**config.mk**
```make
export PLATFORM = sky130hd
export DESIGN_NAME = hsi_to_rgb_converter
export DESIGN_NICKNAME = d
export VERILOG_FILES = /design/src/rtl/core/hsi2rgb_pkg.sv /design/src/rtl/core/hsi2rgb_ratio.sv /design/src/rtl/core/hsi2rgb_chan.sv /design/src/rtl/core/hsi2rgb_out.sv /design/src/rtl/core/hsi_to_rgb_converter.sv
export SDC_FILE = /design/constraint.sdc
export NUM_CORES = 2
export LEC_CHECK = 0
export BUFFER_PORTS_ARGS = -buffer_cell sky130_fd_sc_hd__buf_2
export CELL_PAD_IN_SITES_DETAIL_PLACEMENT = 0
export CELL_PAD_IN_SITES_GLOBAL_PLACEMENT = 2
export CORE_AREA = 2 2 328 330
export CTS_BUF_LIST = sky130_fd_sc_hd__clkbuf_4 sky130_fd_sc_hd__clkbuf_8 sky130_fd_sc_hd__clkbuf_16
export CTS_CLUSTER_DIAMETER = 200
export DETAILED_ROUTE_END_ITERATION = 10
export DIE_AREA = 0 0 330 332
export MAX_ROUTING_LAYER = met4
export PLACE_DENSITY_LB_ADDON = 0.1
export SLEW_MARGIN = 10
export SYNTH_ARGS = -nofsm -noshare
export SYNTH_HDL_FRONTEND = slang
export SYNTH_HIERARCHICAL = 1
export SYNTH_SLANG_ARGS = --single-unit
```
**constraint.sdc**
```tcl
create_clock -name clk -period 8.25 [get_ports clk]
set_input_delay 0.825 -clock clk [delete_from_list [all_inputs] [get_ports clk]]
set_output_delay 0.825 -clock clk [all_outputs]
set_load 0.005 [all_outputs]
```
**src/rtl/core/hsi2rgb_pkg.sv**
```systemverilog
// ----------------------------------------------------------------------------
// hsi2rgb_pkg
// Shared types, constants and the cosine ratio table of the HSI to RGB path.
// ----------------------------------------------------------------------------
package hsi2rgb_pkg;

  localparam int HUE_BITS_DEF   = 12;
  localparam int COLOR_BITS_DEF = 8;

  // hue position: top SEG_BITS select a table segment
  localparam int SEG_BITS = 5;

  // cosine ratio, signed Q2.14
  localparam int Q_W = 17;
  localparam logic signed [Q_W-1:0] Q_ONE = 17'sd16384;

  // channel values, signed Q30 with headroom
  localparam int CH_W = 40;
  localparam int LEAD_SHIFT = 22;
  localparam int MIN_SHIFT  = 14;
  localparam int CLAMP_W    = 31;
  localparam logic [CLAMP_W-1:0] ONE_Q30 = 31'h4000_0000;

  // configuration port
  localparam int CFG_IDX_W  = 2;
  localparam int CFG_DATA_W = 9;
  localparam logic [CFG_IDX_W-1:0] REG_SATURATION = 2'd0;
  localparam logic [CFG_IDX_W-1:0] REG_INTENSITY  = 2'd1;
  localparam logic [CFG_DATA_W-1:0] CFG_RESET_VAL = 9'd256;

  localparam logic [1:0] SECTOR_RG = 2'd0;
  localparam logic [1:0] SECTOR_GB = 2'd1;

  // travels alongside each item down the pipe
  typedef struct packed {
    logic       valid;
    logic [1:0] sector;
  } tag_t;

  // cos(h)/cos(60-h) at 3.75 degree steps, Q2.14
  function automatic logic signed [Q_W-1:0] ratio_entry(input logic [5:0] idx);
    logic signed [Q_W-1:0] v;
    case (idx)
      6'd0:    v = 17'sd32768;
      6'd1:    v = 17'sd29427;
      6'd2:    v = 17'sd26683;
      6'd3:    v = 17'sd24371;
      6'd4:    v = 17'sd22381;
      6'd5:    v = 17'sd20635;
      6'd6:    v = 17'sd19080;
      6'd7:    v = 17'sd17673;
      6'd8:    v = 17'sd16384;
      6'd9:    v = 17'sd15189;
      6'd10:   v = 17'sd14069;
      6'd11:   v = 17'sd13008;
      6'd12:   v = 17'sd11994;
      6'd13:   v = 17'sd11014;
      6'd14:   v = 17'sd10060;
      6'd15:   v = 17'sd9122;
      6'd16:   v = 17'sd8192;
      6'd17:   v = 17'sd7262;
      6'd18:   v = 17'sd6324;
      6'd19:   v = 17'sd5370;
      6'd20:   v = 17'sd4390;
      6'd21:   v = 17'sd3375;
      6'd22:   v = 17'sd2315;
      6'd23:   v = 17'sd1195;
      6'd24:   v = 17'sd0;
      6'd25:   v = -17'sd1289;
      6'd26:   v = -17'sd2696;
      6'd27:   v = -17'sd4251;
      6'd28:   v = -17'sd5997;
      6'd29:   v = -17'sd7987;
      6'd30:   v = -17'sd10299;
      6'd31:   v = -17'sd13043;
      6'd32:   v = -17'sd16384;
      default: v = 17'sd0;
    endcase
    return v;
  endfunction

endpackage

```
**src/rtl/core/hsi2rgb_ratio.sv**
```systemverilog
// ----------------------------------------------------------------------------
// hsi2rgb_ratio
// Stages 1-2: sector split of the hue and interpolated cosine ratio.
// ----------------------------------------------------------------------------
module hsi2rgb_ratio
  import hsi2rgb_pkg::*;
#(
  parameter int HUE_BITS = HUE_BITS_DEF
) (
  input  logic                  clk,
  input  logic                  rst,
  input  logic                  start,
  input  logic [HUE_BITS-1:0]   hue,
  output tag_t                  tag_o,
  output logic signed [Q_W-1:0] q_o
);

  localparam int FB    = HUE_BITS - SEG_BITS;
  localparam int T_W   = HUE_BITS + 2;
  localparam int LO_W  = Q_W;
  localparam int DF_W  = Q_W + 1;
  localparam int NUM_W = Q_W + FB + 2;
  localparam logic signed [NUM_W-1:0] HALF = NUM_W'(1) <<< (FB - 1);

  logic [T_W-1:0]          t;
  logic [HUE_BITS-1:0]     pos;
  logic [5:0]              idx;
  logic signed [LO_W-1:0]  lo_next;
  logic signed [LO_W-1:0]  hi_next;

  // stage 1 registers
  tag_t                    tag1;
  logic signed [LO_W-1:0]  lo;
  logic signed [DF_W-1:0]  diff;
  logic [FB-1:0]           frac;

  logic signed [NUM_W-1:0] num;
  logic signed [Q_W-1:0]   q_next;

  // hue * 3: sector in the top two bits, position below
  always_comb begin
    t       = T_W'(hue) + (T_W'(hue) << 1);
    pos     = t[HUE_BITS-1:0];
    idx     = {1'b0, pos[HUE_BITS-1 -: SEG_BITS]};
    lo_next = ratio_entry(idx) + Q_ONE;
    hi_next = ratio_entry(idx + 6'd1) + Q_ONE;
  end

  always_ff @(posedge clk) begin
    if (rst) begin
      tag1.valid <= 1'b0;
    end else begin
      tag1.valid <= start;
    end
    tag1.sector <= t[T_W-1 -: 2];
    lo          <= lo_next;
    diff        <= DF_W'(hi_next) - DF_W'(lo_next);
    frac        <= pos[FB-1:0];
  end

  // linear interpolation, rounded to nearest with ties up; num is never negative
  always_comb begin
    num    = (NUM_W'(lo) <<< FB) + NUM_W'(diff) * NUM_W'($signed({1'b0, frac})) + HALF;
    q_next = $signed(num[FB +: Q_W]) - Q_ONE;
  end

  always_ff @(posedge clk) begin
    if (rst) begin
      tag_o.valid <= 1'b0;
    end else begin
      tag_o.valid <= tag1.valid;
    end
    tag_o.sector <= tag1.sector;
    q_o          <= q_next;
  end

endmodule

```
**src/rtl/core/hsi2rgb_chan.sv**
```systemverilog
// ----------------------------------------------------------------------------
// hsi2rgb_chan
// Stages 3-4: minimum and leading channel products in Q30.
// ----------------------------------------------------------------------------
module hsi2rgb_chan
  import hsi2rgb_pkg::*;
(
  input  logic                    clk,
  input  logic                    rst,
  input  tag_t                    tag_i,
  input  logic signed [Q_W-1:0]   q_i,
  input  logic [CFG_DATA_W-1:0]   saturation,
  input  logic [CFG_DATA_W-1:0]   intensity,
  output tag_t                    tag_o,
  output logic signed [CH_W-1:0]  lead_o,
  output logic signed [CH_W-1:0]  minc_o
);

  localparam int SQ_W   = Q_W + CFG_DATA_W + 1;
  localparam int SD_W   = CFG_DATA_W + 2;
  localparam int M_W    = 2 * CFG_DATA_W + 3;
  localparam int LSUM_W = SQ_W + 1;
  localparam logic signed [LSUM_W-1:0] LEAD_BIAS = LSUM_W'(1) <<< LEAD_SHIFT;

  logic signed [CFG_DATA_W:0] s_sgn;
  logic signed [CFG_DATA_W:0] i_sgn;
  logic signed [SD_W-1:0]     sdiff;

  // stage 3 registers
  tag_t                       tag3;
  logic signed [SQ_W-1:0]     sq;
  logic signed [M_W-1:0]      m;

  logic signed [LSUM_W-1:0]   lsum;

  always_comb begin
    s_sgn = $signed({1'b0, saturation});
    i_sgn = $signed({1'b0, intensity});
    sdiff = $signed(SD_W'(256)) - SD_W'(s_sgn);
    lsum  = LSUM_W'(sq) + LEAD_BIAS;
  end

  always_ff @(posedge clk) begin
    if (rst) begin
      tag3.valid <= 1'b0;
    end else begin
      tag3.valid <= tag_i.valid;
    end
    tag3.sector <= tag_i.sector;
    sq          <= SQ_W'(s_sgn) * SQ_W'(q_i);
    m           <= M_W'(i_sgn) * M_W'(sdiff);
  end

  always_ff @(posedge clk) begin
    if (rst) begin
      tag_o.valid <= 1'b0;
    end else begin
      tag_o.valid <= tag3.valid;
    end
    tag_o.sector <= tag3.sector;
    lead_o       <= CH_W'(i_sgn) * CH_W'(lsum);
    minc_o       <= CH_W'(m) <<< MIN_SHIFT;
  end

endmodule

```
**src/rtl/core/hsi2rgb_out.sv**
```systemverilog
// ----------------------------------------------------------------------------
// hsi2rgb_out
// Stages 5-6: third channel, sector routing, clamp and scale to colour bits.
// ----------------------------------------------------------------------------
module hsi2rgb_out
  import hsi2rgb_pkg::*;
#(
  parameter int COLOR_BITS = COLOR_BITS_DEF
) (
  input  logic                   clk,
  input  logic                   rst,
  input  tag_t                   tag_i,
  input  logic signed [CH_W-1:0] lead_i,
  input  logic signed [CH_W-1:0] minc_i,
  input  logic [CFG_DATA_W-1:0]  intensity,
  output logic                   done,
  output logic [COLOR_BITS-1:0]  red,
  output logic [COLOR_BITS-1:0]  green,
  output logic [COLOR_BITS-1:0]  blue
);

  localparam int PW = CLAMP_W + COLOR_BITS;
  localparam logic [PW-1:0] HALF30 = PW'(1) << 29;

  function automatic logic [CLAMP_W-1:0] clamp(input logic signed [CH_W-1:0] x);
    logic [CLAMP_W-1:0] v;
    if (x < 0) begin
      v = '0;
    end else if (x > $signed(CH_W'(ONE_Q30))) begin
      v = ONE_Q30;
    end else begin
      v = x[CLAMP_W-1:0];
    end
    return v;
  endfunction

  // x * (2^COLOR_BITS - 1), rounded, over 2^30
  function automatic logic [COLOR_BITS-1:0] scale(input logic [CLAMP_W-1:0] x);
    logic [PW-1:0] p;
    p = (PW'(x) << COLOR_BITS) - PW'(x) + HALF30;
    return p[30 +: COLOR_BITS];
  endfunction

  logic [CH_W-1:0]        i3;
  logic signed [CH_W-1:0] third;
  logic signed [CH_W-1:0] r_raw, g_raw, b_raw;

  // stage 5 registers
  logic                   valid5;
  logic [CLAMP_W-1:0]     r_cl, g_cl, b_cl;

  always_comb begin
    i3    = (CH_W'(intensity) + (CH_W'(intensity) << 1)) << LEAD_SHIFT;
    third = $signed(i3) - lead_i - minc_i;
    case (tag_i.sector)
      SECTOR_RG: begin
        r_raw = lead_i;
        g_raw = third;
        b_raw = minc_i;
      end
      SECTOR_GB: begin
        r_raw = minc_i;
        g_raw = lead_i;
        b_raw = third;
      end
      default: begin
        r_raw = third;
        g_raw = minc_i;
        b_raw = lead_i;
      end
    endcase
  end

  always_ff @(posedge clk) begin
    if (rst) begin
      valid5 <= 1'b0;
    end else begin
      valid5 <= tag_i.valid;
    end
    r_cl <= clamp(r_raw);
    g_cl <= clamp(g_raw);
    b_cl <= clamp(b_raw);
  end

  always_ff @(posedge clk) begin
    if (rst) begin
      done <= 1'b0;
    end else begin
      done <= valid5;
    end
    red   <= scale(r_cl);
    green <= scale(g_cl);
    blue  <= scale(b_cl);
  end

endmodule

```
**src/rtl/core/hsi_to_rgb_converter.sv**
```systemverilog
// ----------------------------------------------------------------------------
// hsi_to_rgb_converter
// Hue to RGB colour through the HSI model, saturation and intensity from
// configuration registers. Six-stage pipeline.
// ----------------------------------------------------------------------------
//  channel   handshake               payload
//  -------   ---------------------   -------------------------------
//  input     start / busy            hue
//  result    done (one-cycle pulse)  red, green, blue
//  config    cfg_valid / cfg_ready   cfg_index, cfg_data
//
//  One item per clock; busy stays low and cfg_ready stays high.
//  done and the colour are registered together in the last of the register
//  stages (table, interpolate, two multiply, clamp, scale).
//  Reset clears the valid bits and loads 1.0 into both registers.
//  The receiver cannot stall, so results leave as they come.
// ----------------------------------------------------------------------------
module hsi_to_rgb_converter
  import hsi2rgb_pkg::*;
#(
  parameter int HUE_BITS   = HUE_BITS_DEF,
  parameter int COLOR_BITS = COLOR_BITS_DEF
) (
  input  logic                  clk,
  input  logic                  rst,
  input  logic                  start,
  output logic                  busy,
  input  logic [HUE_BITS-1:0]   hue,
  output logic                  done,
  output logic [COLOR_BITS-1:0] red,
  output logic [COLOR_BITS-1:0] green,
  output logic [COLOR_BITS-1:0] blue,
  input  logic                  cfg_valid,
  output logic                  cfg_ready,
  input  logic [CFG_IDX_W-1:0]  cfg_index,
  input  logic [CFG_DATA_W-1:0] cfg_data
);

  logic [CFG_DATA_W-1:0]  saturation;
  logic [CFG_DATA_W-1:0]  intensity;

  tag_t                   tag_q;
  logic signed [Q_W-1:0]  q;
  tag_t                   tag_ch;
  logic signed [CH_W-1:0] lead;
  logic signed [CH_W-1:0] minc;

  assign busy      = 1'b0;
  assign cfg_ready = 1'b1;

  always_ff @(posedge clk) begin
    if (rst) begin
      saturation <= CFG_RESET_VAL;
      intensity  <= CFG_RESET_VAL;
    end else if (cfg_valid && cfg_ready) begin
      case (cfg_index)
        REG_SATURATION: saturation <= cfg_data;
        REG_INTENSITY:  intensity  <= cfg_data;
        default: ;
      endcase
    end
  end

  hsi2rgb_ratio #(
    .HUE_BITS (HUE_BITS)
  ) u_ratio (
    .clk   (clk),
    .rst   (rst),
    .start (start && !busy),
    .hue   (hue),
    .tag_o (tag_q),
    .q_o   (q)
  );

  hsi2rgb_chan u_chan (
    .clk        (clk),
    .rst        (rst),
    .tag_i      (tag_q),
    .q_i        (q),
    .saturation (saturation),
    .intensity  (intensity),
    .tag_o      (tag_ch),
    .lead_o     (lead),
    .minc_o     (minc)
  );

  hsi2rgb_out #(
    .COLOR_BITS (COLOR_BITS)
  ) u_out (
    .clk       (clk),
    .rst       (rst),
    .tag_i     (tag_ch),
    .lead_i    (lead),
    .minc_i    (minc),
    .intensity (intensity),
    .done      (done),
    .red       (red),
    .green     (green),
    .blue      (blue)
  );

endmodule

```
# Word level (Yosys, flattened, before mapping)
# Memories as Yosys holds them, arrays and structs flattened.
# Cells that the tools add are included.
[totals]
ff_bits = 317
mem_bits_ro = 1632
in_bits = 27
output_inout_bits = 27
wordCells = 75
n_memories = 2
[op_classes]
n_addsub = 19
mul = 4
order_cmp = 6
n_eq_ne = 2
mux = 6
reduce_logical = 7
[memory_table]
columns = ["memory", "words", "width", "read_ports", "rd_clocked_by_memory_dff", "write_ports", "line_no", "rtl"]
rows = [
  ["(name not given)", 64, 17, 1, 0, 0, "hsi2rgb_pkg.sv:43", "case (idx)"],
  ["(name not given)", 32, 17, 1, 0, 0, "hsi2rgb_pkg.sv:43", ""],
]
[op_table]
columns = ["op", "count"]
rows = [
  ["$pmux W40 S2", 3],
  ["$gt A40 B32 Y1 const B", 3],
  ["$lt A40 B1 Y1 const B", 3],
  ["$add A38 B30 Y38 const B", 3],
  ["$sub A38 B31 Y38", 3],
  ["$mux W31", 3],
  ["$sub A40 B35 Y40", 1],
  ["$sub A40 B40 Y40", 1],
  ["$mul A10 B28 Y38", 1],
  ["$add A17 B16 Y17 const B", 2],
  ["$add A27 B24 Y28 const B", 1],
  ["$mul A10 B17 Y27", 1],
  ["$add A24 B24 Y24", 1],
  ["$add A24 B8 Y24 const B", 1],
  ["$mul A18 B8 Y24", 1],
  ["$mul A10 B10 Y20", 1],
  ["$sub A17 B17 Y18", 1],
  ["$sub A17 B16 Y17 const B", 1],
  ["$add A12 B13 Y14", 1],
  ["$add A9 B10 Y11", 1],
  ["$sub A9 B9 Y10 const A", 1],
  ["$add A5 B1 Y6 const B", 1],
  ["$reduce_or A2 Y1", 3],
  ["$eq A2 B1 Y1 const B", 2],
  ["2 further kinds", 4],
]

# Logic depth before layout (Yosys ltp)
[depth]
word_depth = 6
depth_mapped = 28
mapped_depth_nobuf = 26

# Cells and area by module
# The synthesis kept the hierarchy.
[modules_own_cells]
columns = ["mod", "n_inst", "cells_each", "area_each_um2", "seq_area_each_um2"]
rows = [
  ["hsi2rgb_chan", 1, 2274, 20624.8, 2222.1],
  ["hsi2rgb_out", 1, 1665, 13198.9, 2382.3],
  ["hsi2rgb_ratio", 1, 1117, 9537.9, 1301.2],
  ["hsi_to_rgb_converter", 1, 75, 778.2, 360.3],
]

# Worst setup path after synthesis
# No wires, ideal clock.
[synth_path]
path_kind = "input -> register"
from = "input port hue[0]"
to = "register u_ratio.diff[15]"
setup_time_ns = 0.062
arrival_time_ns = 6.380
required_ns = 8.188
setup_slack_ns = 1.808
cell_stages = 25
path_buffers = 4
cell_sequence = "ha_1 fa_1 a211oi_2 o211a_1 or3_1 buf_2 clkbuf_1 ha_1 inv_1 ha_1 clkbuf_1 clkbuf_1 mux2i_1 nor2_1 o21ai_0 a21oi_1 ha_1 nor2b_1 o21ai_0 a21boi_0 o21ai_0 a311oi_1 o31a_1 or4_1 nand3_1"
[synth_between]
elab_chain_len = 5
elab_cells_between_ends = 7
classes_between = "add/sub (5); memory (2)"
[synth_lines]
columns = ["element", "line_no", "rtl"]
rows = [
  ["start: declaration", "hsi_to_rgb_converter.sv:28", "input logic [HUE_BITS-1:0] hue,"],
  ["$add A12 B13 Y14 *", "hsi2rgb_ratio.sv:42", "t = T_W'(hue) + (T_W'(hue) << 1);"],
  ["$add A5 B1 Y6", "hsi2rgb_ratio.sv:46", "hi_next = ratio_entry(idx + 6'd1) + Q_ONE;"],
  ["$mem_v2 Z64 W17", "--", ""],
  ["$add A17 B16 Y17", "hsi2rgb_ratio.sv:46", ""],
  ["$sub A17 B17 Y18 *", "hsi2rgb_ratio.sv:57", "diff <= DF_W'(hi_next) - DF_W'(lo_next);"],
  ["end signal: assignment", "hsi2rgb_ratio.sv:57", ""],
  ["end: declaration", "hsi2rgb_ratio.sv:34", "logic signed [DF_W-1:0] diff;"],
]
# Every way passes the cells marked *; elsewhere a longest branch is shown, timed or not.
# A chain may end at the register's enable or synchronous reset.

# Final worst setup path
[layout_path]
from = "register saturation[5]"
to = "register u_chan.m[19]"
[layout_between]
elab_chain_len = 2
[layout_lines]
columns = ["element", "line_no", "rtl"]
rows = [
  ["start: declaration", "hsi_to_rgb_converter.sv:39", "logic [CFG_DATA_W-1:0] saturation;"],
  ["start signal: assignment", "hsi_to_rgb_converter.sv:57", "REG_SATURATION: saturation <= cfg_data;"],
  ["$sub A9 B9 Y10", "hsi2rgb_chan.sv:39", "sdiff = $signed(SD_W'(256)) - SD_W'(s_sgn);"],
  ["$mul A10 B10 Y20", "hsi2rgb_chan.sv:51", "m <= M_W'(i_sgn) * M_W'(sdiff);"],
  ["end signal: assignment", "hsi2rgb_chan.sv:51", ""],
  ["end: declaration", "hsi2rgb_chan.sv:32", "logic signed [M_W-1:0] m;"],
]
# No other way between the ends.

==> summary.md <==
| Metric | Value |
|---|---|
| Failing checks | DRC |
| I/O pin total | 54 |
| Layout cells sized above 1 | a little under 6% |
| Register bit total from synthesis | roughly 310 |
| Hold crit path type | reg -> reg |
| Combined area of all synthesized cells | around 0.044 mm^2 |
| Std cell rows | 120 |
| Sort of element at the end of the critical path | flip-flop |
| Register area share after synthesis | about 14% |
| Clk root buf | sky130_fd_sc_hd__clkbuf_16 |
| Effective utilization at floorplan | 41.52% |
| Post-Synthesis Mean Instance Area | around 8.6 um^2 |
| Shortest period the worst path allows | 6625 ps |
| Data required, critical path | approximately 9000 ps |
| Met3 Resource Use GR | 2.204% |
| Cell count of the worst reg-to-reg path | 22 |
| Vias after detailed routing | around 35000 |
| DP HPWL | 103300 um |
| Global Route Usage Sum | between 20 and 25% |
| Port buffer count | ~50 |
| Wire length of the first global-routing pass | 205900 um |
| Setup skew after layout | slightly below 50 ps |
| Net count, final | ~6100 |
| Number of iterations in the first detailed-routing pass | 9 |
| Main synth FF type | sky130_fd_sc_hd__dfxtp_1 |
| Drt drc | 6 |
| Setup total negative slack | 0 ps |
| Cells on Worst Hold Path | 0 |
| Average vias per placed instance | around 5.3 |
| Busiest grt layer | met2 |
| Maximum count of clock buffers along a single path | 3 |
| Clock H-tree levels | 2 |
| Number of clock sinks seen by CTS | about 310 |
| Worst setup path category | reg -> reg |
| Final setup viols | 0 |
| Synth warn | 6 |
| Sort of element at the start of the critical path | flip-flop |
| GR met2 Demand/Resource | 40.47% |
| Worst EP arrival | 7170 ps |
| Share of flip-flops with an asynchronous set or reset after synthesis | 0% |
| TritonCTS clock tree | built |
| Die height | about 330 um |
| Number of inserted filler cells in the final layout | roughly 11000 |
| Number of synthesized flops with an enable pin | 0 |
| Worst-margin pin slew | approximately 1100 ps |
| Number of CTS-inserted buffers | 44 |
| Pin count of the biggest net entering global routing | 70 |
| Routed WL per cell | just under 20 um |
| Portion of the clock cycle consumed by the worst path in the final layout | between 80% and 90% |
| Max Fclk | between 150 and 200 MHz |
| ANT nets after route | 0 |
| Die Width | roughly 330 um |
| Fraction of met1 tracks used by global routing | 32.57% |
| Buffer count from post-CTS setup fixing | 0 |
| Clk Latency, worst-skew pair | 650 ps |
| Vias in the first global route | between 30000 and 40000 |
| Antenna violations before repair | 4 |
| Hold Crit Start | u_chan/m[15] |
| Run status | finished with violations |
| Sink of the worst hold path | u_chan/minc_o[29] |
| Post-cts resize count | 0 |
| Sum of routed wire length over all layers | between 100000 and 150000 um |
| Reg-to-Reg End | u_chan/m[19] |
| Count of hold buffers inserted by post-cts repair | 0 |
| Most frequent standard cell in the layout excluding fill and tap cells | sky130_fd_sc_hd__inv_1 |
| Flop2flop setup slack | 1630 ps |
| Count of routing violations after the opening detailed-route iteration | 2033 |
| Core ar. | approximately 0.11 mm^2 |
| Remaining Overflow, GRT | 0 |
| Syn Inst Count | 5131 |
| Max-capacitance violation count | 0 |
| Clock transition at the registers of the reported paths | about 70 ps |
| Unrepaired setup endpoints after global routing | no |
| Count of cell types in the netlist | roughly 120 |
| Commonest non-fill, non-tap cells in the layout | sky130_fd_sc_hd__inv_1 (832), sky130_fd_sc_hd__ha_1 (543), sky130_fd_sc_hd__fa_1 (503), sky130_fd_sc_hd__nand2_1 (477), sky130_fd_sc_hd__and2_1 (344) |
| Max-slew headroom at the worst pin | a little under a quarter |
| Critical Path Fanout Max | 20 |
| Max-slew violation count | 0 |
| Area of the die | around 0.11 mm^2 |
| Startpoint of the lowest-slack register-to-register path | saturation[5] |
| Final weighted congestion of routability-driven global placement | a little over 0.9 |
| Area added between synthesis and finish | 6.698% |
| Hold Fails Final Rpt | 0 |
[sequential cells by signal (all words and copies together), names as in the netlist]
| signal | count |
|---|---|
| u_chan/lead_o | 38 |
| u_out/b_cl | 31 |
| u_out/g_cl | 31 |
| u_out/r_cl | 31 |
| u_chan/sq | 27 |
| u_chan/m | 20 |
| u_chan/minc_o | 20 |
| u_ratio/diff | 18 |
| u_ratio/lo | 17 |
| u_ratio/q_o | 17 |
| intensity | 9 |
| saturation | 9 |
| u_out/blue | 8 |
| u_out/green | 8 |
| u_out/red | 8 |
| u_ratio/frac | 7 |
| u_chan/tag3 | 3 |
| u_chan/tag_o | 3 |
| u_ratio/tag1 | 3 |
| u_ratio/tag_o | 3 |
| u_out/done | 1 |
| u_out/valid5 | 1 |
[worst max path at each step]
stage	startpoint	to	slack, ps	cells past startpoint
2_1_floorplan	hue[0]	u_ratio/diff[15]	1810	25
3_3_place_gp	hue[5]	u_ratio/diff[15]	1230	24
3_5_place_dp	hue[5]	u_ratio/diff[17]	1160	23
4_1_cts	saturation[4]	u_chan/m[19]	1630	22
5_1_grt	hue[5]	u_ratio/diff[15]	1120	24
6_report	saturation[5]	u_chan/m[19]	1630	22
[cells by family after synthesis]
logic type      synth area share, %
fa+ha+maj                     38.21
flops                         14.20
compound gates                14.25
xor+xnor                      3.917
simple gates                  18.01
other cells                 0.02551
buf+inv                       9.541
mux                           1.857
[cell usage after synthesis, types with 20 or more instances]
library cell / count / share of area (%)
sky130_fd_sc_hd__dfxtp_1: 313 / 14
sky130_fd_sc_hd__o31ai_1: 21 / 0.36
sky130_fd_sc_hd__o21bai_1: 31 / 0.53
sky130_fd_sc_hd__nor4_1: 40 / 0.57
sky130_fd_sc_hd__nand2_1: 477 / 4.1
sky130_fd_sc_hd__ha_1: 543 / 15
sky130_fd_sc_hd__xnor2_1: 137 / 2.7
sky130_fd_sc_hd__a21oi_1: 225 / 2.6
sky130_fd_sc_hd__o211a_1: 24 / 0.54
sky130_fd_sc_hd__o21ai_0: 145 / 1.6
sky130_fd_sc_hd__nor2b_1: 47 / 0.67
sky130_fd_sc_hd__clkbuf_1: 145 / 1.2
sky130_fd_sc_hd__o21a_1: 35 / 0.60
sky130_fd_sc_hd__and3_1: 30 / 0.43
sky130_fd_sc_hd__a21o_1: 88 / 1.5
sky130_fd_sc_hd__buf_2: 39 / 0.44
sky130_fd_sc_hd__xor2_1: 46 / 0.91
sky130_fd_sc_hd__inv_1: 832 / 7.1
sky130_fd_sc_hd__a31oi_1: 34 / 0.48
sky130_fd_sc_hd__nand4_1: 39 / 0.55
sky130_fd_sc_hd__and2_1: 344 / 4.9
sky130_fd_sc_hd__nand3_1: 56 / 0.63
sky130_fd_sc_hd__nor2_1: 231 / 2.0
sky130_fd_sc_hd__fa_1: 503 / 23
sky130_fd_sc_hd__nor3_1: 89 / 1.0
sky130_fd_sc_hd__buf_1: 20 / 0.17
sky130_fd_sc_hd__buf_4: 27 / 0.46
sky130_fd_sc_hd__a211oi_1: 54 / 0.92
sky130_fd_sc_hd__o211ai_1: 29 / 0.49
sky130_fd_sc_hd__mux2i_1: 65 / 1.5
sky130_fd_sc_hd__nand2b_1: 57 / 0.81
[metal layers]
metal | vias up | part of all wire (%) | wire (um)
met1 | 17040 | 46 | 58840
met5 | - | 0 | 0
met3 | 149 | 3.5 | 4541
li1 | 16730 | - | -
met4 | 0 | 2.6 | 3295
met2 | 653 | 48 | 61640
[worst max-delay path: stages, from the launching register on]
cell,delay (ps)
sky130_fd_sc_hd__dfxtp_1,560
sky130_fd_sc_hd__nor4_1,420
sky130_fd_sc_hd__nand2b_1,170
sky130_fd_sc_hd__nor2_1,120
sky130_fd_sc_hd__nand2_1,80
sky130_fd_sc_hd__xor2_1,610
sky130_fd_sc_hd__nand2b_1,220
sky130_fd_sc_hd__fa_1,460
sky130_fd_sc_hd__fa_1,560
sky130_fd_sc_hd__inv_1,60
sky130_fd_sc_hd__fa_1,500
sky130_fd_sc_hd__fa_1,540
sky130_fd_sc_hd__inv_1,50
sky130_fd_sc_hd__fa_1,520
sky130_fd_sc_hd__inv_1,50
sky130_fd_sc_hd__ha_1,250
sky130_fd_sc_hd__nor3_1,180
sky130_fd_sc_hd__o21ai_0,190
sky130_fd_sc_hd__a31oi_1,240
sky130_fd_sc_hd__a21oi_1,170
sky130_fd_sc_hd__a211o_1,280
sky130_fd_sc_hd__a21oi_1,170
sky130_fd_sc_hd__xnor2_1,120
[area by class of cell]
type,count,area (um^2),share of cell area [%]
multi-input cells,3759,33730,71.61
flip-flops and latches,313,6277,13.33
inverters,836,3138,6.663
well taps,1403,1755,3.727
clock buffers,55,1209,2.566
repair buffers,93,583.1,1.238
clock inverters,26,401.6,0.8528
diodes,2,5.005,0.01063
[stage by stage]
| step | cells | hold slack (ps) | cell area (um^2) | worst slack [ps] | utilization, % |
|---|---|---|---|---|---|
| detailed placement | 6404 | 312.1 | 45480 | 1157 | 42.78 |
| CTS | 6485 | 282.9 | 47090 | 1634 | 44.30 |
| floorplan | 5144 | 309.6 | 44190 | 1808 | - |
| global route | 6486 | 318.0 | 47090 | 1121 | 44.30 |
| finish | 6487 | 300.9 | 47100 | 1625 | 44.30 |
| global placement | 6404 | 309.8 | 45480 | 1232 | 42.78 |
Power is not shown: default switching activity piles up to over one toggle a cycle in this logic, so the estimate is an artifact.
